### config.mk
export PLATFORM = sky130hd
export DESIGN_NAME = tbm3_front
export DESIGN_NICKNAME = d
export VERILOG_FILES = /design/src/tbm3_pkg.sv /design/src/tbm3_front.sv
export SDC_FILE = /design/constraint.sdc
export NUM_CORES = 1
export LEC_CHECK = 0
export ABC_CLOCK_PERIOD_IN_PS = 8470
export BUFFER_PORTS_ARGS = -buffer_cell sky130_fd_sc_hd__buf_2
export CORE_MARGIN = 8
export CORE_UTILIZATION = 59
export DETAILED_ROUTE_END_ITERATION = 16
export GPL_TIMING_DRIVEN = 0
export PLACE_DENSITY_LB_ADDON = 0.08
export SYNTH_ARGS = -nofsm -noshare
export SYNTH_HDL_FRONTEND = slang
export SYNTH_SLANG_ARGS = --single-unit
export TNS_END_PERCENT = 20
### constraint.sdc
create_clock -name i_clk -period 8.47 [get_ports i_clk]
set_input_delay 0.847 -clock i_clk [delete_from_list [all_inputs] [get_ports i_clk]]
set_output_delay 0.847 -clock i_clk [all_outputs]
set_load 0.01 [all_outputs]
### src/tbm3_pkg.sv
// Shared types and constants for the thresholded 3x3 binary morphology block.
// Holds the payload structs, register indexes and reset values.
// No dependencies; compile this file first.
package tbm3_pkg;

    // Field widths fixed by the interface.
    localparam int THR_W = 8;
    localparam int DIM_W = 12;
    localparam int POS_W = 11;
    localparam int CFG_IDX_W = 2;
    localparam int CFG_DATA_W = 12;

    // Widths of one line-buffer entry.
    localparam int BIN_LINE_W = 2;
    localparam int GROWN_LINE_W = 6;

    // Defaults for the geometry parameters and the smallest legal frame side.
    localparam int MAX_WIDTH_DEF = 2048;
    localparam int MAX_HEIGHT_DEF = 2048;
    localparam int MIN_DIM = 3;

    // Register indexes on the configuration port.
    localparam logic [CFG_IDX_W-1:0] REG_THRESHOLD = 2'd0;
    localparam logic [CFG_IDX_W-1:0] REG_FRAME_WIDTH = 2'd1;
    localparam logic [CFG_IDX_W-1:0] REG_FRAME_HEIGHT = 2'd2;

    // Register reset values.
    localparam logic [THR_W-1:0] THR_RESET = 8'd128;
    localparam logic [DIM_W-1:0] DIM_RESET = 12'd300;

    // One input pixel.
    typedef struct packed {
        logic [7:0] red;
        logic [7:0] green;
        logic [7:0] blue;
        logic       flush;
    } t_in_item;

    // One result.
    typedef struct packed {
        logic [POS_W-1:0] out_row;
        logic [POS_W-1:0] out_col;
        logic             binary_px;
        logic             white_grown;
        logic             black_grown;
        logic             opened;
        logic             closed;
        logic             frame_end;
    } t_out_item;

    // Per-item control decided at transfer time and carried into the window stage.
    typedef struct packed {
        logic             v;
        logic             inner1;
        logic             inner2;
        logic             has_result;
        logic             frame_end;
        logic [POS_W-1:0] out_row;
        logic [POS_W-1:0] out_col;
    } t_stage_ctl;

endpackage

### src/tbm3_front.sv
// Input stage: binarizes the pixel, tracks the raster position and works out
// where the window centres lie. Depends on tbm3_pkg.
module tbm3_front import tbm3_pkg::*; #(
    parameter int MAX_WIDTH = MAX_WIDTH_DEF,
    parameter int MAX_HEIGHT = MAX_HEIGHT_DEF
) (
    input  logic                         i_clk,
    input  logic                         i_rst_n,
    input  logic                         i_take,
    input  t_in_item                     i_item,
    input  logic [THR_W-1:0]             i_threshold,
    input  logic [DIM_W-1:0]             i_frame_width,
    input  logic [DIM_W-1:0]             i_frame_height,
    output logic                         o_act,
    output t_stage_ctl                   o_ctl,
    output logic [$clog2(MAX_WIDTH)-1:0] o_bin_addr,
    output logic [$clog2(MAX_WIDTH)-1:0] o_grown_addr
);

    localparam int CW = $clog2(MAX_WIDTH);
    localparam int RW = $clog2(MAX_HEIGHT) + 2;
    localparam int LWW = ($clog2(MAX_WIDTH + 1) > DIM_W) ? $clog2(MAX_WIDTH + 1) : DIM_W;
    localparam int LHW = ($clog2(MAX_HEIGHT + 1) > DIM_W) ? $clog2(MAX_HEIGHT + 1) : DIM_W;
    localparam logic [LWW-1:0] W_MIN = LWW'(MIN_DIM);
    localparam logic [LWW-1:0] W_MAX = LWW'(MAX_WIDTH);
    localparam logic [LHW-1:0] H_MIN = LHW'(MIN_DIM);
    localparam logic [LHW-1:0] H_MAX = LHW'(MAX_HEIGHT);
    localparam logic signed [RW:0] ONE_S = (RW+1)'(1);
    localparam logic signed [RW:0] TWO_S = (RW+1)'(2);

    logic [RW-1:0]        r_row;
    logic [CW-1:0]        r_col;
    logic [RW-1:0]        n_row;
    logic [CW-1:0]        n_col;
    logic [LWW-1:0]       w_cfg;
    logic [LWW-1:0]       w_lim;
    logic [LHW-1:0]       h_cfg;
    logic [LHW-1:0]       h_lim;
    logic [CW-1:0]        wm1;
    logic signed [RW:0]   hm1;
    logic signed [RW:0]   ri_s;
    logic signed [RW:0]   r1;
    logic signed [RW:0]   r2;
    logic [CW-1:0]        c1;
    logic [CW-1:0]        c2;
    logic [9:0]           sum;
    logic [9:0]           lim;
    logic                 in_frame;
    logic                 has_result;
    logic                 frame_end;

    // Frame geometry clamped to the legal range.
    always_comb begin
        w_cfg = LWW'(i_frame_width);
        h_cfg = LHW'(i_frame_height);
        if (w_cfg < W_MIN) begin
            w_lim = W_MIN;
        end else if (w_cfg > W_MAX) begin
            w_lim = W_MAX;
        end else begin
            w_lim = w_cfg;
        end
        if (h_cfg < H_MIN) begin
            h_lim = H_MIN;
        end else if (h_cfg > H_MAX) begin
            h_lim = H_MAX;
        end else begin
            h_lim = h_cfg;
        end
        wm1 = CW'(w_lim - LWW'(1));
        hm1 = $signed((RW+1)'(h_lim - LHW'(1)));
    end

    // Window centres: the first stage lags by one row and one column, the second by two.
    always_comb begin
        ri_s = $signed({1'b0, r_row});
        if (r_col != '0) begin
            r1 = ri_s - ONE_S;
            c1 = r_col - CW'(1);
        end else begin
            r1 = ri_s - TWO_S;
            c1 = wm1;
        end
        if (c1 != '0) begin
            r2 = r1 - ONE_S;
            c2 = c1 - CW'(1);
        end else begin
            r2 = r1 - TWO_S;
            c2 = wm1;
        end
        in_frame = ri_s <= hm1;
        has_result = !r2[RW];
        frame_end = has_result && (r2 >= hm1) && (c2 >= wm1);
    end

    // Threshold test: floor(sum / 3) > t is the same as sum > 3 * t + 2.
    always_comb begin
        sum = 10'(i_item.red) + 10'(i_item.green) + 10'(i_item.blue);
        lim = 10'(i_threshold) * 10'd3 + 10'd2;
    end

    // A flush while the raster position is still inside the frame has no effect at all.
    assign o_act = i_take && !(in_frame && i_item.flush);

    always_comb begin
        o_ctl.v = in_frame && (sum > lim);
        o_ctl.inner1 = (r1 >= ONE_S) && (r1 < hm1) && (c1 != '0) && (c1 < wm1);
        o_ctl.inner2 = (r2 >= ONE_S) && (r2 < hm1) && (c2 != '0) && (c2 < wm1);
        o_ctl.has_result = has_result;
        o_ctl.frame_end = frame_end;
        o_ctl.out_row = POS_W'(r2);
        o_ctl.out_col = POS_W'(c2);
    end

    assign o_bin_addr = r_col;
    assign o_grown_addr = c1;

    // Raster position: wraps at the row end and restarts after the frame's last result.
    always_comb begin
        n_row = r_row;
        n_col = r_col;
        if (frame_end) begin
            n_row = '0;
            n_col = '0;
        end else if (r_col >= wm1) begin
            n_row = r_row + RW'(1);
            n_col = '0;
        end else begin
            n_col = r_col + CW'(1);
        end
    end

    always_ff @(posedge i_clk) begin
        if (!i_rst_n) begin
            r_row <= '0;
            r_col <= '0;
        end else if (o_act) begin
            r_row <= n_row;
            r_col <= n_col;
        end
    end

endmodule

Word-level counts from Yosys, hierarchy flattened. Index checks and enable logic that the tools add are counted.

$add $sub $neg: 13. $mul: 1. Magnitude comparators: 15. Mux-type cells: 12. Reduce and logical (&&, ||, !) cells: 18.

Operator list (number): $mux 11 (6); $reduce_bool 11->1 (3); $sub 11x1->11 const B (3); $ge 14x2->1 const B (2); $lt 14x13->1 (2); $mux 14 (2); $mux 13 (2); $gt 12x12->1 const B (2); $lt 12x2->1 const B (2); $mux 12 (2); $ge 11x11->1 (2); $lt 11x11->1 (2); $ge 14x13->1 (1); $le 14x13->1 (1); $sub 13x1->14 const B (1); $sub 13x2->14 const B (1); $sub 14x2->14 const B (1); $sub 14x3->14 const B (1); $add 13x1->13 const B (1); $sub 12x1->13 const B (1); $add 11x1->11 const B (1); $logic_and 1x1->1 (11); $add 10x2->10 const B (1); $add 9x8->10 (1); other kinds (6) (7).

Register bits after elaboration: 24. Output and inout port bits: 50. Word-level logic and storage cells: 61.

Depth between registers and ports, before layout. Gate-level depths: netlist of run 1.

Depth in word-level cells: 12. Depth in mapped cells: 30. Depth with buffers taken out: 27.

Least setup slack after synthesis of run 1. No wires, ideal clock.

Path type: input to output. From: input port i_frame_width[3]. To: output port o_ctl[24] (netlist name). Arrival time: 6.289 ns. Setup slack: 1.334 ns. Stages on the path: 23. Path buffers: 1. Cell sequence: nor4_1 > and3_1 > o21ai_0 > ha_1 > clkbuf_1 > and4b_1 > nor3_1 > a211oi_1 > o21bai_1 > nor4_4 > o21ai_1 > nor4_1 > xor2_1 > ha_1 > a21oi_1 > nand3_1 > a211oi_1 > inv_1 > o311a_1 > nor3_1 > nand3b_1 > a31oi_1 > o41a_1.

RTL lines: start: declaration (RTL line tbm3_front.sv:12) `input logic [DIM_W-1:0] i_frame_width,`; end: declaration (RTL line tbm3_front.sv:15) `output t_stage_ctl o_ctl,`.

==> results.toml, run 1 <==
[worst_setup_path]
cp-end-kind = "primary output"
cp.arrival_ns = 7.13
r2r_end = "o_bin_addr[7]$_SDFFE_PN0P_"
critPathRequiredTime_ns = 7.62
startpoint_type = "input pin"
rr_startpoint = "o_bin_addr[0]$_SDFFE_PN0P_"
path_max_fanout = 10
critical_path_class = "input pin to primary output"
endpoint = "o_ctl[24]"
r2r_setup_slack_ns = 1.32
rr_worst_depth = 29
crit_path_start = "i_frame_width[4]"

[pwr]
ir_worst_vdd_mv = 0.0628
p_leak_uw = 0.00316
p_per_area_nw_per_um2 = 85.9

[route]
drt-initial-drc-count = 430
via_count = 6500
wl_per_cell_um = 17.4
first_pass_iters = 5
vias_per_cell = 6.18
wl_um = 18200
antenna_left = 0
drc = 0

[clocking]
cts_root_buffer = "clkbuf_8"
cts_tree = "built"
numCtsBuffers = 3
clkLatencyLatePin_ns = 0.27
holdBufCountCts = 0
cts_buffer_depth = 2
cts.clk_slew.worst_paths_ns = 0.08
htreeDepth = 1
numClockSinks = 24

[yosys]
synth.avg_cell_area_um2 = 7.62
synth_cell_types = 76
synth_warnings = 0
yosys.area.top_type = "ha_1"
synth_area_um2 = 6090
synthArstFlopShare = 0
synth-edff-count = 0
synth.ff_latch_count = 24
yosysSeqAreaShare = 0.0788
netlist_instances = 800
synth_ff_type = "dfxtp_1"
synth_area_leaders = "ha_1 24%, dfxtp_1 7.9%, xnor2_1 5.2%, a21oi_1 5.0%, nor2_1 3.7%"
synth_most_common_cell = "ha_1"
synth_top_area_frac = 0.236
synthTopCellsByCount = "115 x ha_1, 61 x a21oi_1, 60 x nor2_1"

[sta]
maxSlewViolCount = 0
hold_viol = 0
maxSlewHeadroom = 0.343
setup_viol = 0
worst_pin_slew_ns = 0.961
skew_ns = 0.00482
fin_crit_sh = 0.942
fmax_mhz = 125
fin_crit_ns = 7.98
rsz0062_at_grt = "no"

[final_layout]
instances_no_fill = 1051
nFillCells = 930
diodes = 0
drive_gt1_frac = 0.173
layout.nets = 1101
fin_area_um2 = 6930
area_growth_pct = 13.7

[global_routing]
grt_usage = 0.252
grt_pass1_vias = 6509
grt_max_degree = 14
grt_pass1_wl_um = 30400
antenna_found_initial = 0
grt.overflow.total = 0

[floorplan]
coreArea_um2 = 10200
start_util = 0.598
std_cell_rows = 37
dieArea_um2 = 13800
ioPinCount = 110
die_w_um = 118
die_y_um = 118

[place]
io_buffers = 107
gp_congestion = 0.915
place_area_um2 = 6810
dp_hpwl_um = 15400
numPlacedInstances = 1045

[worst_hold_path]
hp-class = "flip-flop to flip-flop"
hp-start = "r_row[12]$_SDFFE_PN0P_"

[run_status]
outcome = "complete, no violations"

[job]
maxCapViolations = 0
==> worst min-delay path by stage <==
stage	end	slack, ns	depth (start not counted)
after floorplan	r_row[12]$_SDFFE_PN0P_	0.49	2
after global placement	r_row[12]$_SDFFE_PN0P_	0.57	2
after detailed placement	r_row[12]$_SDFFE_PN0P_	0.57	2
after CTS	r_row[12]$_SDFFE_PN0P_	0.58	2
after global routing	r_row[12]$_SDFFE_PN0P_	0.61	2
final	r_row[12]$_SDFFE_PN0P_	0.58	2
==> cells in the final DEF (no fill, tap or decap), drive strengths merged, types with 17 or more instances in the layout <==
cell and count:
xnor2 38, nor2 60, buf 123, ha 115, xor2 24, o21ai 40
dfxtp 24, a21oi 62, nand3 26, inv 59, nand4 18, a21o 20
clkbuf 17, nand2 46, nor4 20, nor3 26
==> kinds of logic after synthesis <==
| group | Yosys count | share of synthesized area |
|---|---|---|
| AOI/OAI and AO/OA | 202 | 0.215 |
| and+or+nand+nor | 284 | 0.257 |
| xor gates and xnor gates | 62 | 0.0934 |
| adders and majority gates | 125 | 0.269 |
| buffers and inverters | 87 | 0.0604 |
| muxes | 15 | 0.0253 |
| other | 1 | 0.000615 |
| DFF | 24 | 0.0788 |
==> flip-flops by register name (all words and copies together) (netlist names) <==
register,count
r_row,13
o_bin_addr,11
==> critical path, stage by stage <==
cell and delay [ns]:
buf_2 0.17, nor4_4 0.09, and3_1 0.21, o21ai_1 0.54, ha_1 0.26, clkbuf_1 0.41
o21ai_0 0.27, nor3_4 0.39, a211oi_2 0.26, o21bai_1 0.26, nor4_4 0.38, mux2i_1 0.48
nand3b_4 0.25, a21oi_1 0.06, xnor2_1 0.15, ha_1 0.19, nor2_1 0.18, nand3_1 0.11
a211oi_1 0.31, inv_1 0.08, o311a_1 0.36, nor3_1 0.23, nand3b_1 0.10, a31oi_1 0.20
o41a_1 0.19, buf_2 0.13
==> report_power, final <==
part           internal, uW  switching, uW  total [uW]
Clock                  41.5           37.1        78.6
Combinational           172            230         402
Sequential              113           1.05         114
==> metrics by stage <==
stage / setup WS [ns] / total power, uW / hold slack, ns / utilization / TNS [ns]
after floorplan: 1.33 / 394 / 0.489 / - / 0
after global placement: -0.490 / 496 / 0.566 / 0.668 / -2.29
after detailed placement: -0.626 / 512 / 0.571 / 0.668 / -5.58
after CTS: 0.0971 / 591 / 0.584 / 0.676 / 0
after global routing: 0.0666 / 651 / 0.609 / 0.680 / 0
final: 0.494 / 595 / 0.585 / 0.680 / 0
==> repair_timing <==
action | 4_1_cts | 5_1_grt
gates resized for setup | 2 | 9
setup endpoints to repair | 12 | 2
buffers inserted | 2 | 0
pin swaps | 1 | 0
==> routing by layer <==
layer,wire [um],part of all wire,vias up,GRT usage
li1,-,-,3176,-
met1,7470,0.41,3065,0.288
met2,9300,0.51,220,0.476
met3,1090,0.060,39,0.0345
met4,392,0.021,0,0.0721
met5,0,0,-,0
==> final cells by class <==
type                       instances  area [um^2]  share of cell area
tap                              136          170              0.0246
sequential                        24          480              0.0693
multi-input combinational        691         5310               0.765
timing repair buffer             109          551              0.0794
buffer                            27          144              0.0208
inverter                          60          225              0.0325
clock buffer                       4         55.1             0.00794
No activity file was read; power rests on OpenSTA's default activity.
==> inputs of run 2 (changes only) <==
--- a/config.mk
+++ b/config.mk
@@ -7,7 +7,7 @@
 export LEC_CHECK = 0
 export ABC_CLOCK_PERIOD_IN_PS = 8470
 export BUFFER_PORTS_ARGS = -buffer_cell sky130_fd_sc_hd__buf_2
-export CORE_MARGIN = 8
+export CORE_MARGIN = 4
 export CORE_UTILIZATION = 59
 export DETAILED_ROUTE_END_ITERATION = 16
 export GPL_TIMING_DRIVEN = 0
@@ -15,4 +15,4 @@
 export SYNTH_ARGS = -nofsm -noshare
 export SYNTH_HDL_FRONTEND = slang
 export SYNTH_SLANG_ARGS = --single-unit
-export TNS_END_PERCENT = 20
+export TNS_END_PERCENT = 50
==> results.toml, run 2 (synthesized netlist as in run 1, its figures left out) <==
[run_status]
outcome = "complete, no violations"

[sta]
hold_viol = 0
worst_pin_slew_ns = 1.17
setup_slack_ns = 0.450
maxSlewHeadroom = 0.212
maxSlewViolCount = 0
fin_crit_ns = 8.02
setup_viol = 0
fin_crit_sh = 0.947
skew_ns = 0.00448
fmax_mhz = 125

[worst_hold_path]
hp-class = "flip-flop to flip-flop"

[final_layout]
regMostFlops = "r_row"
largest_reg_flops = 13
drive_gt1_frac = 0.178
mostFrequentLayoutCells = "116 x buf_2, 114 x ha_1, 61 x a21oi_1"
fin_area_um2 = 6960
area_growth_pct = 14.2
diodes = 0
layout.nets = 1102
final_common_cell = "buf_2"

[place]
dp_hpwl_um = 15000
post-place-ws_ns = -0.563
io_buffers = 107
gp_congestion = 0.966
place_area_um2 = 6800

[pwr]
p_per_area_nw_per_um2 = 85.8
clkPwrFrac = 0.134
p_comb_frac = 0.674
p_seq_frac = 0.192
p_leak_uw = 0.00316
p_sw_frac = 0.452
ir_worst_vdd_mv = 0.0627
p_sw_uw = 270
p_int_uw = 327

[global_routing]
grt_max_degree = 14
grt_pass1_vias = 6114
antenna_found_initial = 0
grt_pass1_wl_um = 29400
grt.overflow.total = 0
grt_usage = 0.304

[worst_setup_path]
path_max_fanout = 10
cp_slowest_cell = "nor4_2"
critPathRequiredTime_ns = 7.62
cp.arrival_ns = 7.17
path_buf_inv = 6
startpoint_type = "flip-flop"
cp-end-kind = "primary output"
critical_path_class = "flip-flop to primary output"
slowest_delay_ns = 0.66
crit_family = "compound AO/OA/AOI/OAI gates"

[route]
wl_per_cell_um = 17.2
via_count = 6613
wl_um = 18100
vias_per_cell = 6.30
antenna_left = 0
first_pass_iters = 5
drc = 0
drt-initial-drc-count = 695

[floorplan]
std_cell_rows = 36
die_w_um = 110
dieArea_um2 = 12000
die_y_um = 110
coreArea_um2 = 9910
ioPinCount = 110
start_util = 0.615

[clocking]
cts_root_buffer = "clkbuf_8"
cts_tree = "built"
holdBufCountCts = 0
cts_buffer_depth = 2
htreeDepth = 1
cts.clk_slew.worst_paths_ns = 0.08
numCtsBuffers = 3
numClockSinks = 24
clkLatencyLatePin_ns = 0.28

[job]
maxCapViolations = 0
run 2: cell count changes in the layout (fill, tap and decap cells not counted), sizes merged:
cell    before  now
buf        123  126
clkbuf      17   15
run 2: cell type report:
class	count	area, um^2
multi-input combinational	691	5330
fill	853	2950
timing repair buffer	111	566
sequential	24	480
inverter	60	225
tap	133	166
buffer	26	139
clock buffer	4	55.1
run 2: through the flow:
stage,total power (uW),setup TNS [ns],util,std cells,hold WS [ns]
global placement,494,-1.74,0.687,1042,0.574
CTS,593,0,0.696,1049,0.588
global route,654,-0.0368,0.702,1049,0.609
detailed placement,508,-1.95,0.687,1042,0.575
finish,597,0,0.702,1049,0.610
floorplan,394,0,-,802,0.489
run 2: path summary, 6_finish.rpt:
kind	cells past startpoint	slack (ns)	start	end
hold reg to reg	2	0.61	r_row[12]$_SDFFE_PN0P_	r_row[12]$_SDFFE_PN0P_
hold / removal	2	0.61	r_row[12]$_SDFFE_PN0P_	r_row[12]$_SDFFE_PN0P_
setup / recovery	28	0.45	o_bin_addr[0]$_SDFFE_PN0P_	o_ctl[24]
setup reg to reg	29	1.13	o_bin_addr[0]$_SDFFE_PN0P_	o_bin_addr[6]$_SDFFE_PN0P_
run 2: metal layers:
layer	global-route usage	vias up	routed length (um)
met5	0	-	0
met3	0.0358	28	1630
met2	0.496	322	8010
li1	-	3184	-
met1	0.423	3079	8170
met4	0.0801	0	292
run 2: repair_timing:
| action | in CTS | in global routing |
|---|---|---|
| resized for setup | 2 | 13 |
| setup endpoints to repair | 2 | 2 |
| pin swaps | 1 | 0 |
| buffers inserted | 3 | 1 |
run 2: worst register-to-register path, delay by kind of cell, from the launching register on:
kind / cells / cell delay [ns]
fa+ha+maj: 3 / 0.79
flops: 1 / 0.37
simple gates: 9 / 2.11
mux: 1 / 0.28
compound gates: 9 / 2.20
xor+xnor: 1 / 0.33
buf+inv: 6 / 1.19
run 2: power by group through the flow:
stage,Combinational [uW],Sequential [uW],Clock [uW]
after global routing,451,115,88.2
after detailed placement,390,117,0
after floorplan,277,117,0
final,402,114,80.3
after CTS,394,115,83.6
after global placement,377,117,0
