File: src/tbm3_pkg.sv
// Shared types and constants for the thresholded 3x3 binary morphology block.
// Holds the payload structs, register indexes and reset values.
// No dependencies; compile this file first.
package tbm3_pkg;

    // Field widths fixed by the interface.
    localparam int THR_W = 8;
    localparam int DIM_W = 12;
    localparam int POS_W = 11;
    localparam int CFG_IDX_W = 2;
    localparam int CFG_DATA_W = 12;

    // Widths of one line-buffer entry.
    localparam int BIN_LINE_W = 2;
    localparam int GROWN_LINE_W = 6;

    // Defaults for the geometry parameters and the smallest legal frame side.
    localparam int MAX_WIDTH_DEF = 2048;
    localparam int MAX_HEIGHT_DEF = 2048;
    localparam int MIN_DIM = 3;

    // Register indexes on the configuration port.
    localparam logic [CFG_IDX_W-1:0] REG_THRESHOLD = 2'd0;
    localparam logic [CFG_IDX_W-1:0] REG_FRAME_WIDTH = 2'd1;
    localparam logic [CFG_IDX_W-1:0] REG_FRAME_HEIGHT = 2'd2;

    // Register reset values.
    localparam logic [THR_W-1:0] THR_RESET = 8'd128;
    localparam logic [DIM_W-1:0] DIM_RESET = 12'd300;

    // One input pixel.
    typedef struct packed {
        logic [7:0] red;
        logic [7:0] green;
        logic [7:0] blue;
        logic       flush;
    } t_in_item;

    // One result.
    typedef struct packed {
        logic [POS_W-1:0] out_row;
        logic [POS_W-1:0] out_col;
        logic             binary_px;
        logic             white_grown;
        logic             black_grown;
        logic             opened;
        logic             closed;
        logic             frame_end;
    } t_out_item;

    // Per-item control decided at transfer time and carried into the window stage.
    typedef struct packed {
        logic             v;
        logic             inner1;
        logic             inner2;
        logic             has_result;
        logic             frame_end;
        logic [POS_W-1:0] out_row;
        logic [POS_W-1:0] out_col;
    } t_stage_ctl;

endpackage

File: src/tbm3_filter.sv
// Window stage: builds both 3x3 windows from the line-buffer columns and
// computes the grow, opening and closing results. Depends on tbm3_pkg.
module tbm3_filter import tbm3_pkg::*; (
    input  logic                    i_clk,
    input  logic                    i_rst_n,
    input  logic                    i_en,
    input  t_stage_ctl              i_ctl,
    input  logic [BIN_LINE_W-1:0]   i_bin_old,
    input  logic [GROWN_LINE_W-1:0] i_grown_old,
    output logic [BIN_LINE_W-1:0]   o_bin_wdata,
    output logic [GROWN_LINE_W-1:0] o_grown_wdata,
    output t_out_item               o_result
);

    // Any of the eight neighbours set; b is the centre column.
    function automatic logic nb_any(input logic [2:0] a, input logic [2:0] b,
                                    input logic [2:0] c);
        return ((a | c) != 3'b000) || (b[2] | b[0]);
    endfunction

    // All eight neighbours set.
    function automatic logic nb_all(input logic [2:0] a, input logic [2:0] b,
                                    input logic [2:0] c);
        return (a == 3'b111) && (c == 3'b111) && b[2] && b[0];
    endfunction

    // Column of one attribute from a column of three triples.
    function automatic logic [2:0] plane(input logic [8:0] col, input int k);
        return {col[6 + k], col[3 + k], col[k]};
    endfunction

    logic [2:0] r_bin [2];
    logic [8:0] r_grown [2];
    logic [2:0] colv1;
    logic [8:0] colv2;
    logic       centre;
    logic       wg;
    logic       bg;
    logic [2:0] e;
    logic [2:0] cen;
    logic       opened;
    logic       closed;

    // First stage: binary window, newest column straight from the line buffer.
    always_comb begin
        colv1 = {i_bin_old, i_ctl.v};
        centre = r_bin[0][1];
        wg = centre;
        bg = centre;
        if (i_ctl.inner1) begin
            wg = centre | nb_any(colv1, r_bin[0], r_bin[1]);
            bg = centre & nb_all(colv1, r_bin[0], r_bin[1]);
        end
        e = {bg, wg, centre};
        o_bin_wdata = {i_bin_old[0], i_ctl.v};
    end

    // Second stage: window of triples; opening shrinks white-grown, closing grows black-grown.
    always_comb begin
        colv2 = {i_grown_old, e};
        o_grown_wdata = {i_grown_old[2:0], e};
        cen = r_grown[0][5:3];
        opened = cen[1];
        closed = cen[2];
        if (i_ctl.inner2) begin
            opened = cen[1] & nb_all(plane(colv2, 1), plane(r_grown[0], 1),
                                     plane(r_grown[1], 1));
            closed = cen[2] | nb_any(plane(colv2, 2), plane(r_grown[0], 2),
                                     plane(r_grown[1], 2));
        end
    end

    always_comb begin
        o_result.out_row = i_ctl.out_row;
        o_result.out_col = i_ctl.out_col;
        o_result.binary_px = cen[0];
        o_result.white_grown = cen[1];
        o_result.black_grown = cen[2];
        o_result.opened = opened;
        o_result.closed = closed;
        o_result.frame_end = i_ctl.frame_end;
    end

    // Window columns shift once per item leaving this stage.
    always_ff @(posedge i_clk) begin
        if (!i_rst_n) begin
            r_bin[0] <= '0;
            r_bin[1] <= '0;
            r_grown[0] <= '0;
            r_grown[1] <= '0;
        end else if (i_en) begin
            r_bin[1] <= r_bin[0];
            r_bin[0] <= colv1;
            r_grown[1] <= r_grown[0];
            r_grown[0] <= colv2;
        end
    end

endmodule

File: config.mk
export PLATFORM = sky130hd
export DESIGN_NAME = tbm3_filter
export DESIGN_NICKNAME = d
export VERILOG_FILES = /design/src/tbm3_pkg.sv /design/src/tbm3_filter.sv
export SDC_FILE = /design/constraint.sdc
export NUM_CORES = 1
export LEC_CHECK = 0
export BUFFER_PORTS_ARGS = -buffer_cell sky130_fd_sc_hd__buf_2
export CORE_MARGIN = 10
export CORE_UTILIZATION = 35
export CTS_CLUSTER_SIZE = 14
export DETAILED_ROUTE_END_ITERATION = 10
export PLACE_DENSITY = 0.7
export SYNTH_ARGS = -nofsm -noshare
export SYNTH_HDL_FRONTEND = slang
export SYNTH_SLANG_ARGS = --single-unit
File: constraint.sdc
create_clock -name i_clk -period 2.64 [get_ports i_clk]
set_input_delay 0.132 -clock i_clk [delete_from_list [all_inputs] [get_ports i_clk]]
set_output_delay 0.132 -clock i_clk [all_outputs]
set_load 0.01 [all_outputs]
; After elaboration in Yosys (flattened, before gate mapping)
; Memories as Yosys holds them, arrays and structs flattened.
; Index checks and enable logic that the tools add are counted.
; Widths: inputs -> output; s select.
[word_totals]
ramBits = 24
memories = 2
word_cells = 40
in_bits = 38
ff_bits = 0
[op_classes]
n_mux = 12
bitwise = 12
reduce_logical = 10
eq_ne = 4
[mem_list]
columns = name, words, width, rd, rd_ports_with_merged_regs, write_ports, line
row1 = r_grown, 2, 9, 2, 0, 2, tbm3_filter.sv:33  ; logic [8:0] r_grown [2];
row2 = r_bin, 2, 3, 2, 0, 2, tbm3_filter.sv:32  ; logic [2:0] r_bin [2];
[op_table]
columns = cell, count
row1 = $mux 9, 2
row2 = $eq 3x3->1 const B, 4
row3 = $mux 1, 8
row4 = $or 1x1->1, 8
row5 = $logic_and 1x1->1, 6
row6 = $mux 3, 2
row7 = $or 3x3->3, 2
row8 = $reduce_bool 3->1, 2
row9 = $and 1x1->1, 2
row10 = $logic_or 1x1->1, 2

; Logic depth before layout (Yosys ltp)
; Gate-level depths: netlist (run 1).
[logic_depth]
word_depth = 11
depth_mapped = 4

; Worst setup path before layout (run 1)
; No wires, ideal clock.
[synth_timing]
path_kind = register to output
from = mem r_bin[0][0]
to = out o_result[2] (netlist bit)
path_stages_with_launch = 5
t_arrival_ns = 1.321
n_path_buf = 1
path_slack_ns = 1.187
t_required_ns = 2.508
path_cell_list = edfxtp_1 or4_1 o21ai_2 a311oi_1 buf_4
[synth_lines]
columns = item, line
row1 = "start, declared", tbm3_filter.sv:32
row2 = "end, declared", tbm3_filter.sv:12  ; output t_out_item o_result

==> impl_results.md, run 1 <==
* Pre-CTS WS at 1.07 ns
* Seq/Total Area, Yosys at 0.521
* H-tree levels at 1
* CTS Root Cell: clkbuf_4
* Cell Area, Synth at 0.00110 mm^2
* Detail Route Antenna Nets at 0
* Boundary pin count at 74
* Rows at 20
* Critical Path RT at between 2 and 3 ns
* Layout area overhead at -6.39%
* Worst-margin pin slew at approximately 0.90 ns
* Pwr Density at roughly 570 mW/mm^2
* Run status: finished, final reports clean
* Drc violations at 0
* Worst setup SP type: flip-flop
* Peak fanout along the critical path at 3
* Net Count, Synth at between 100 and 150
* Syn Area/Cell at about 11 um^2
* Antenna violations before repair at 0
* Gate power share at 0.119
* Sw frac at 0.244
* Final Hold Fails at 0
* Period Utilization, post-route at 0.711
* Area contributors post-synth: edfxtp_1, buf_4, and3_1
* Hold crit path type: input pin to flip-flop
* RSZ-0062 raised after global routing: no
* Syn Inst Count at 97
* Most frequent cells in the layout: buf_2, edfxtp_1, and3_1, nor2_1
* Via density at approximately 4.7
* Final worst slack at 0.763 ns
* Total negative slack at 0 ns
* Share of cells above drive strength 1 at 0.364
* Core area at around 0.0030 mm^2
* Count of max-cap constraint violations at 0
* First-pass GRT wire length at ~3.2 mm
* Post-CTS Setup Inserts at 0
* Final Skew at roughly 0.0082 ns
* Vias at roughly 620
* Most common cell after layout, fill and taps aside: buf_2
* Layout net count at roughly 130
* Vias in the first global route at 667
* Wire per inst at between 10 and 15 um
* Slew Limit Fails at 0
* Post-Layout Cell Count at 132
* Fmax at 533 MHz
* NetSw at 0.142 mW
* Worst skew pair latency at approximately 0.3 ns
* Final hold slack at roughly 0.16 ns
* Grt ovf at 0
* Die ar. at between 0.005 and 0.006 mm^2
* Peak VDD IR at between 0.1 and 0.15 mV
* Share of the synthesized area in the top cell type at 0.521
* Setup violators final at 0
* IO buf count at 25
* Internal power at ~0.44 mW
* Fin crit period at 1.88 ns
* Cts hold-fix bufs at 0
* Final Util at 0.339
* Initial core utilization at 0.362
* Clk pwr share at 0.254
* Yosys top cell by area: edfxtp_1
* Sink Count at 19
* Flop pwr share at 0.627
* Leak at 0.456 nW
* Arr. time, crit path at about 1.7 ns
* First-pass DRT Iterations at 4
* Largest net degree at the start of global routing at 20
* Number of synthesized register bits at 19
* Total GRT Usage at 0.0683
* Clock slew at reported path FFs at around 0.11 ns
* YS warnings at 0
* Placed cell count at approximately 130
* Netlist cell types at 19
* Critical Path End Type: primary output
* Final RePlAce weighted congestion at between 0.7 and 0.8
* Setup CP Type: flip-flop to primary output
* Max clock buf depth at 2
* Rel. slew slack at 0.400
* Post_cts resized at 0
* Diode count at 0
* TritonCTS clock tree: yes
* Drt initial violations at 69
* Die Y at 76.0 um
* Number of CTS-inserted buffers at 3
* Die X-Extent at 76.0 um
* DRT Wirelength at approximately 2 mm
==> final timing paths <==
check | from | endpoint | depth (start not counted) | slack [ns]
setup / recovery | r_bin[0][0]$_SDFFCE_PN0P_ | o_result[2] | 4 | 0.76
setup reg to reg | r_bin[0][0]$_SDFFCE_PN0P_ | r_grown[0][1]$_SDFFCE_PN0P_ | 3 | 1.15
hold / removal | i_bin_old[1] | r_bin[0][2]$_SDFFCE_PN0P_ | 2 | 0.16
hold reg to reg | r_grown[0][8]$_SDFFCE_PN0P_ | r_grown[0][17]$_SDFFCE_PN0P_ | 1 | 0.60
==> state kept, by name, indices dropped and copies added, names as in the netlist <==
register and count:
r_grown 13, r_bin 6
==> synthesized netlist by cell type <==
cell	count
buf_4	36
edfxtp_1	19
and3_1	14
nor2_1	4
inv_1	3
nand2_1	3
nand4_1	3
clkbuf_1	2
o21a_1	2
or4_1	2
a21oi_1	1
a311oi_1	1
nand2b_1	1
nand3_1	1
nor3_1	1
o211ai_1	1
o21ai_2	1
o41ai_2	1
or4_4	1
==> routing by layer <==
metal  vias to the layer above  GRT usage  share of wire
met1                       291     0.0772           0.45
li1                        292          -              -
met5                         -          0              0
met4                         0     0.0398         0.0046
met2                        33     0.0995           0.45
met3                         3     0.0366          0.090
==> power groups by stage <==
| stage | Sequential, mW | Combinational, mW | Clock, mW |
|---|---|---|---|
| 2_1_floorplan | 0.368 | 0.0895 | 0 |
| 3_3_place_gp | 0.371 | 0.0686 | 0 |
| 3_5_place_dp | 0.371 | 0.0703 | 0 |
| 4_1_cts | 0.364 | 0.0706 | 0.149 |
| 5_1_grt | 0.367 | 0.0782 | 0.169 |
| 6_report | 0.364 | 0.0692 | 0.147 |
==> worst max-delay path, stage by stage, from the launching register on <==
cell and delay [ns]:
edfxtp_1 0.42, or4_1 0.55, o21ai_2 0.20, a311oi_1 0.12, buf_2 0.15
==> layout make-up <==
type	instances	area, um^2
clock buffer	3	22.5
timing repair buffer	25	125
fill	296	2000
sequential	19	571
tap	44	55.1
inverter	3	11.3
multi-input combinational	37	236
clock inverter	1	5.00
==> cells by family after synthesis <==
| family | after synthesis | synth area share |
|---|---|---|
| and+or+nand+nor | 30 | 0.160 |
| DFF | 19 | 0.521 |
| buffers and inverters | 41 | 0.264 |
| AOI/OAI and AO/OA | 7 | 0.0559 |
==> metrics by stage <==
stage	area, um^2	total power [mW]
after floorplan	1100	0.458
after global placement	998	0.439
after detailed placement	998	0.442
after CTS	1030	0.584
after global routing	1030	0.614
final	1030	0.581
(Power assumes the default switching activity.)
==> run 2: changes to the inputs <==
Settings changed: ABC_AREA from default to 1, PLACE_DENSITY 0.7 to 0.72.
Clock period 2.64 ns to 1.6 ns, I/O delays scaled along.
==> impl_results.md, run 2 <==
* Fin crit period at ~1.5 ns
* Area contributors post-synth: edfxtp_1, buf_4, nor2_1
* Most frequent cells in the layout: nor2_1, buf_2, inv_1, edfxtp_1, nand2_1
* Final RePlAce weighted congestion at 0.677 (-11%)
* Final-layout fill cell count at 329 (+11%)
* Main synth FF type: edfxtp_1
* Max reg flops at 13 (unchanged)
* Syn Area/Cell at 9.11 um^2 (-19%)
* Max clock buf depth at 2 (unchanged)
* Die X-Extent at 76.6 um (+0.84%)
* Critical Path End Type: primary output
* Peak VDD IR at 0.229 mV (+90%)
* Run status: finished, final reports clean
* Share of the synthesized area in the top cell type at 0.509 (-0.0116)
* Fmax at a little under 700 MHz
* CTS Root Cell: clkbuf_4
* Clock slew at reported path FFs at 0.10 ns (about the same)
* Final Hold Fails at 0 (unchanged)
* Setup CP Type: flip-flop to primary output
* Via density at 4.03 (-14%)
* Number of synthesized register bits at 19 (unchanged)
* Async set-reset flop share out of synthesis at 0 (unchanged)
* Boundary pin count at 74 (unchanged)
* Drt initial violations at 49 (-29%)
* First-pass DRT Iterations at 4 (unchanged)
* Peak fanout along the critical path at 3 (unchanged)
* Antenna violations before repair at 0 (unchanged)
* Hold crit path type: input pin to flip-flop
* Vias in the first global route at 689 (+3.3%)
* Placed cell count at 156 (+22%)
* Slew Limit Fails at 0 (unchanged)
* YS warnings at 0 (unchanged)
* Post-DP HPWL at 1.39 mm
* Worst-margin pin slew at 0.354 ns (-0.547 ns)
* Net Count, Synth at 161 (+19%)
* RSZ-0062 raised after global routing: no
* H-tree levels at 1 (unchanged)
* Layout area overhead at -5.47%
* Die Y at 76.6 um (+0.84%)
* Sink Count at 19 (unchanged)
* Initial core utilization at 0.367 (+0.00523)
* Rel. slew slack at 0.763 (+0.364)
* Cts hold-fix bufs at 0 (unchanged)
* Worst setup SP type: flip-flop
* Post-CTS Setup Inserts at 0 (unchanged)
* Diode count at 0 (unchanged)
* Grt ovf at 0 (unchanged)
* Drc violations at 0 (unchanged)
* EDFF count, synth at 19 (unchanged)
* Cell Area, Synth at 0.00112 mm^2 (+2.3%)
* Critical Path RT at 1.52 ns (-0.99 ns)
* Period Utilization, post-route at 0.924
* Syn Inst Count at 123 (+27%)
* Vias at 645 (+4.2%)
* Final Skew at 0.00392 ns (-0.00433 ns)
* Pwr Density at 907 mW/mm^2 (+60%)
* Leak at 0.495 nW (+8.6%)
* TritonCTS clock tree: yes
* Core area at 0.00305 mm^2 (+0.83%)
* Wire per inst at 11.6 um (-22%)
* Seq/Total Area, Yosys at 0.509 (-0.0116)
* Most flops, register: r_grown
* Total GRT Usage at 0.0633 (-0.00504)
* Most common cell in the netlist: buf_4
* Detail Route Antenna Nets at 0 (unchanged)
* Total negative slack at 0 ns (unchanged)
* Largest net degree at the start of global routing at 20 (unchanged)
* Die ar. at 0.00587 mm^2 (+1.7%)
* DRT Wirelength at 1.86 mm (-5.3%)
* Final Util at 0.347 (+0.00829)
* Top cells by count, synth: buf_4, nor2_1, edfxtp_1, inv_1, nand2_1
* Worst skew pair latency at 0.29 ns (about the same)
* Post-Layout Cell Count at 160 (+21%)
* Setup violators final at 0 (unchanged)
* Number of CTS-inserted buffers at 3 (unchanged)
* Layout net count at 155 (+22%)
* Post_cts resized at 0 (unchanged)
* Arr. time, crit path at 1.40 ns (-0.34 ns)
* First-pass GRT wire length at 3.04 mm (-5.8%)
* Yosys top cell by area: edfxtp_1
* Largest registers: r_grown x13, r_bin x6
* Share of cells above drive strength 1 at 0.284 (-0.0792)
* Count of max-cap constraint violations at 0 (unchanged)
* Rows at 20 (unchanged)
* IO buf count at 25 (unchanged)
* Netlist cell types at 13 (-6)
## run 2: changes by cell type after synthesis, sizes merged, moves of 2 or more
cell    before  now
nand2        3   15
or4          3    0
inv          3   19
nand4        3    1
clkbuf       2    0
and3        14    0
o21a         2    0
nor2         4   25
## run 2: final timing paths
check / cells past startpoint / startpoint / slack (ns) / end
worst max-delay path: 7 / r_bin[0][0]$_SDFFCE_PN0P_ / 0.12 / o_result[2]
worst min-delay path: 3 / i_grown_old[0] / 0.09 / r_grown[0][3]$_SDFFCE_PN0P_
worst max register to register: 4 / r_bin[0][0]$_SDFFCE_PN0P_ / 0.49 / r_grown[0][1]$_SDFFCE_PN0P_
worst min register to register: 2 / r_grown[0][1]$_SDFFCE_PN0P_ / 0.58 / r_grown[0][10]$_SDFFCE_PN0P_
## run 2: layout make-up
| cell class | instances | area (um^2) | area share |
|---|---|---|---|
| sequential | 19 | 571 | 0.538 |
| timing repair buffer | 26 | 133 | 0.125 |
| multi-input combinational | 48 | 204 | 0.192 |
| inverter | 19 | 71.3 | 0.0673 |
| clock buffer | 4 | 26.3 | 0.0248 |
| tap | 44 | 55.1 | 0.0519 |
## run 2: per-stage QoR
step	area, um^2	power, mW	worst slack (ns)	hold WS (ns)
finish	1060	0.961	0.121	0.0875
global route	1060	1.01	0.00441	0.102
CTS	1060	0.979	0.0950	0.0760
detailed placement	1030	0.732	0.442	0.160
global placement	1030	0.726	0.475	0.160
floorplan	1120	0.760	0.530	0.252
## run 2: kinds of logic after synthesis
logic type             after synthesis  synth area share
and+or+nand+nor                     45             0.165
DFF                                 19             0.509
buffers and inverters               56             0.309
AOI/OAI and AO/OA                    3            0.0167
## run 2: layer usage
metal,track usage,vias to the layer above,share of wire
li1,-,327,-
met1,0.0675,292,0.44
met2,0.104,24,0.46
met3,0.0295,2,0.091
met4,0.0297,0,0.0049
met5,0,-,0
## run 2: critical path, stage by stage (launching register included)
cell and delay [ns]:
edfxtp_1 0.44, nor2_1 0.12, nand2_1 0.07, o21ai_2 0.16, nand2_2 0.08, nand2_1 0.06, a21oi_1 0.05, buf_2 0.13
## run 2: power by group
group / total (mW) / switching [mW] / internal [mW]
clock network: 0.244 / 0.147 / 0.0970
registers: 0.601 / 0.0162 / 0.585
logic: 0.116 / 0.0716 / 0.0446
total: 0.961 / 0.235 / 0.727
==> run 3: changes to the inputs <==
Settings changed: REMOVE_ABC_BUFFERS from default to 1.
==> impl_results.md, run 3 (same netlist as run 2, synthesis figures left out) <==
* Fin crit period at 1.47 ns (-0.0121 ns)
* Peak VDD IR at 0.315 mV (+37%)
* Most frequent cells in the layout: buf_2, nor2_1, inv_1, edfxtp_1, nand2_1
* Most flops, register: r_grown
* Via density at 4.24 (+5.2%)
* First-pass GRT wire length at 3.84 mm (+26%)
* Worst-margin pin slew at 0.333 ns (-0.0206 ns)
* Slew Limit Fails at 0 (unchanged)
* FF-to-FF End: r_grown[0][1]$_SDFFCE_PN0P_
* Clock slew at reported path FFs at 0.10 ns (about the same)
* Hold endpoint: r_grown[0][3]$_SDFFCE_PN0P_
* CP peak stage delay at 0.41 ns (-0.03 ns)
* Post-Layout Cell Count at 162 (+1.3%)
* Drt initial violations at 20 (-59%)
* Cell mode on critical path: nand2_2
* Die X-Extent at 76.6 um (unchanged)
* Boundary pin count at 74 (unchanged)
* Final Skew at 0.00901 ns (+0.00509 ns)
* R2R cell count at 4 (unchanged)
* Placed cell count at 156 (unchanged)
* Setup CP Type: flip-flop to primary output
* Hold_sp: i_grown_old[0]
* Leak at 0.508 nW (+2.7%)
* Wire per inst at 14.5 um (+25%)
* Run status: finished, final reports clean
* Total GRT Usage at 0.0826 (+0.0193)
* Critical Path RT at 1.52 ns (about the same)
* Largest net degree at the start of global routing at 20 (unchanged)
* Number of CTS-inserted buffers at 3 (unchanged)
* Peak fanout along the critical path at 2 (-1)
* Most common cell after layout, fill and taps aside: buf_2
* CP max stage cell: edfxtp_1
* Grt ovf at 0 (unchanged)
* CP Cell Sequence: nor2_1, nand2_1, o21ai_2, nand2_2, nand2_2, a21oi_1, buf_2
* Pwr Density at 890 mW/mm^2 (-1.9%)
* Critical Path End Type: primary output
* Cts hold-fix bufs at 0 (unchanged)
* Diode count at 0 (unchanged)
* DRT Wirelength at 2.35 mm (+27%)
* R2R Setup Slk at 0.51 ns (+0.02 ns)
* R2r startpoint: r_bin[0][3]$_SDFFCE_PN0P_
* Antenna violations before repair at 0 (unchanged)
* Total negative slack at 0 ns (unchanged)
* Rel. slew slack at 0.777 (+0.0138)
* Final Hold Fails at 0 (unchanged)
* Post-DP HPWL at 1.88 mm (+35%)
* Vias at 687 (+6.5%)
* Vias in the first global route at 791 (+15%)
* Initial core utilization at 0.367 (unchanged)
* Sink Count at 19 (unchanged)
* Final RePlAce weighted congestion at 0.709 (+4.8%)
* Core area at 0.00305 mm^2 (unchanged)
* Worst setup SP type: flip-flop
* Arr. time, crit path at 1.39 ns (about the same)
* First-pass DRT Iterations at 4 (unchanged)
* Worst skew pair latency at 0.30 ns (about the same)
* Fmax at 682 MHz (+0.83%)
* H-tree levels at 1 (unchanged)
* TritonCTS clock tree: yes
* Setup violators final at 0 (unchanged)
* Drc violations at 0 (unchanged)
* CTS Root Cell: clkbuf_4
* Max clock buf depth at 2 (unchanged)
* Layout net count at 157 (+1.3%)
* RSZ-0062 raised after global routing: no
* Period Utilization, post-route at 0.917 (-0.00759)
* Die Y at 76.6 um (unchanged)
* IO buf count at 25 (unchanged)
* Rows at 20 (unchanged)
* Detail Route Antenna Nets at 0 (unchanged)
* Die ar. at 0.00587 mm^2 (unchanged)
* WHS Path Cells at 3 (unchanged)
* Max reg flops at 13 (unchanged)
* Largest registers: r_grown x13, r_bin x6
* Hold crit path type: input pin to flip-flop
* Share of cells above drive strength 1 at 0.331 (+0.0460)
* Count of max-cap constraint violations at 0 (unchanged)
* Layout area overhead at -3.13%
-- run 3: final cells by class --
| type | instances | area, um^2 |
|---|---|---|
| clock buffers | 3 | 22.5 |
| multi-input cells | 48 | 214 |
| well taps | 44 | 55.1 |
| clock inverters | 1 | 5.00 |
| fillers | 345 | 1970 |
| inverters | 19 | 71.3 |
| repair buffers | 28 | 148 |
| flip-flops and latches | 19 | 571 |
-- run 3: what timing repair did --
item	in CTS	in global routing
setup endpoints to repair	0	2
gates resized for setup	0	3
buffers inserted	0	2
-- run 3: where the power goes --
group	total (mW)	leakage [nW]	switching (mW)	internal, mW
registers	0.602	0.209	0.0168	0.585
clock network	0.242	0.0177	0.149	0.0931
logic	0.122	0.282	0.0730	0.0493
-- run 3: per-layer routing --
metal	wire length (um)	global-route usage	vias to the layer above
met4	7	0.0335	0
met1	1080	0.0969	315
met2	971	0.108	39
met5	0	0.0364	-
li1	-	-	331
met3	298	0.0601	2
-- run 3: worst max path at each step --
stage / from / endpoint / slack [ns] / cells after the start
floorplan: r_bin[0][0]$_SDFFCE_PN0P_ / r_grown[0][1]$_SDFFCE_PN0P_ / 0.57 / 4
global placement: r_bin[0][0]$_SDFFCE_PN0P_ / o_result[2] / 0.45 / 7
detailed placement: r_bin[0][0]$_SDFFCE_PN0P_ / o_result[2] / 0.42 / 7
CTS: r_bin[0][0]$_SDFFCE_PN0P_ / o_result[2] / 0.08 / 7
global route: r_bin[0][0]$_SDFFCE_PN0P_ / o_result[1] / 0.003 / 9
finish: r_bin[0][3]$_SDFFCE_PN0P_ / o_result[2] / 0.13 / 7
-- run 3: critical path: cells and delay by family (launching register included) --
family | cells | cell delay, ns
AOI/OAI and AO/OA | 2 | 0.22
buffers and inverters | 1 | 0.13
DFF | 1 | 0.41
and+or+nand+nor | 4 | 0.32
-- run 3: stage by stage --
| stage | utilization | setup WS, ns | total power [mW] | instance area, um^2 | hold WS, ns |
|---|---|---|---|---|---|
| 2_1_floorplan | - | 0.568 | 0.667 | 846 | 0.160 |
| 3_3_place_gp | 0.339 | 0.451 | 0.727 | 1030 | 0.160 |
| 3_5_place_dp | 0.339 | 0.423 | 0.732 | 1030 | 0.160 |
| 4_1_cts | 0.348 | 0.0787 | 0.971 | 1060 | 0.0911 |
| 5_1_grt | 0.356 | 0.00262 | 1.02 | 1090 | 0.102 |
| 6_report | 0.356 | 0.133 | 0.967 | 1090 | 0.0975 |
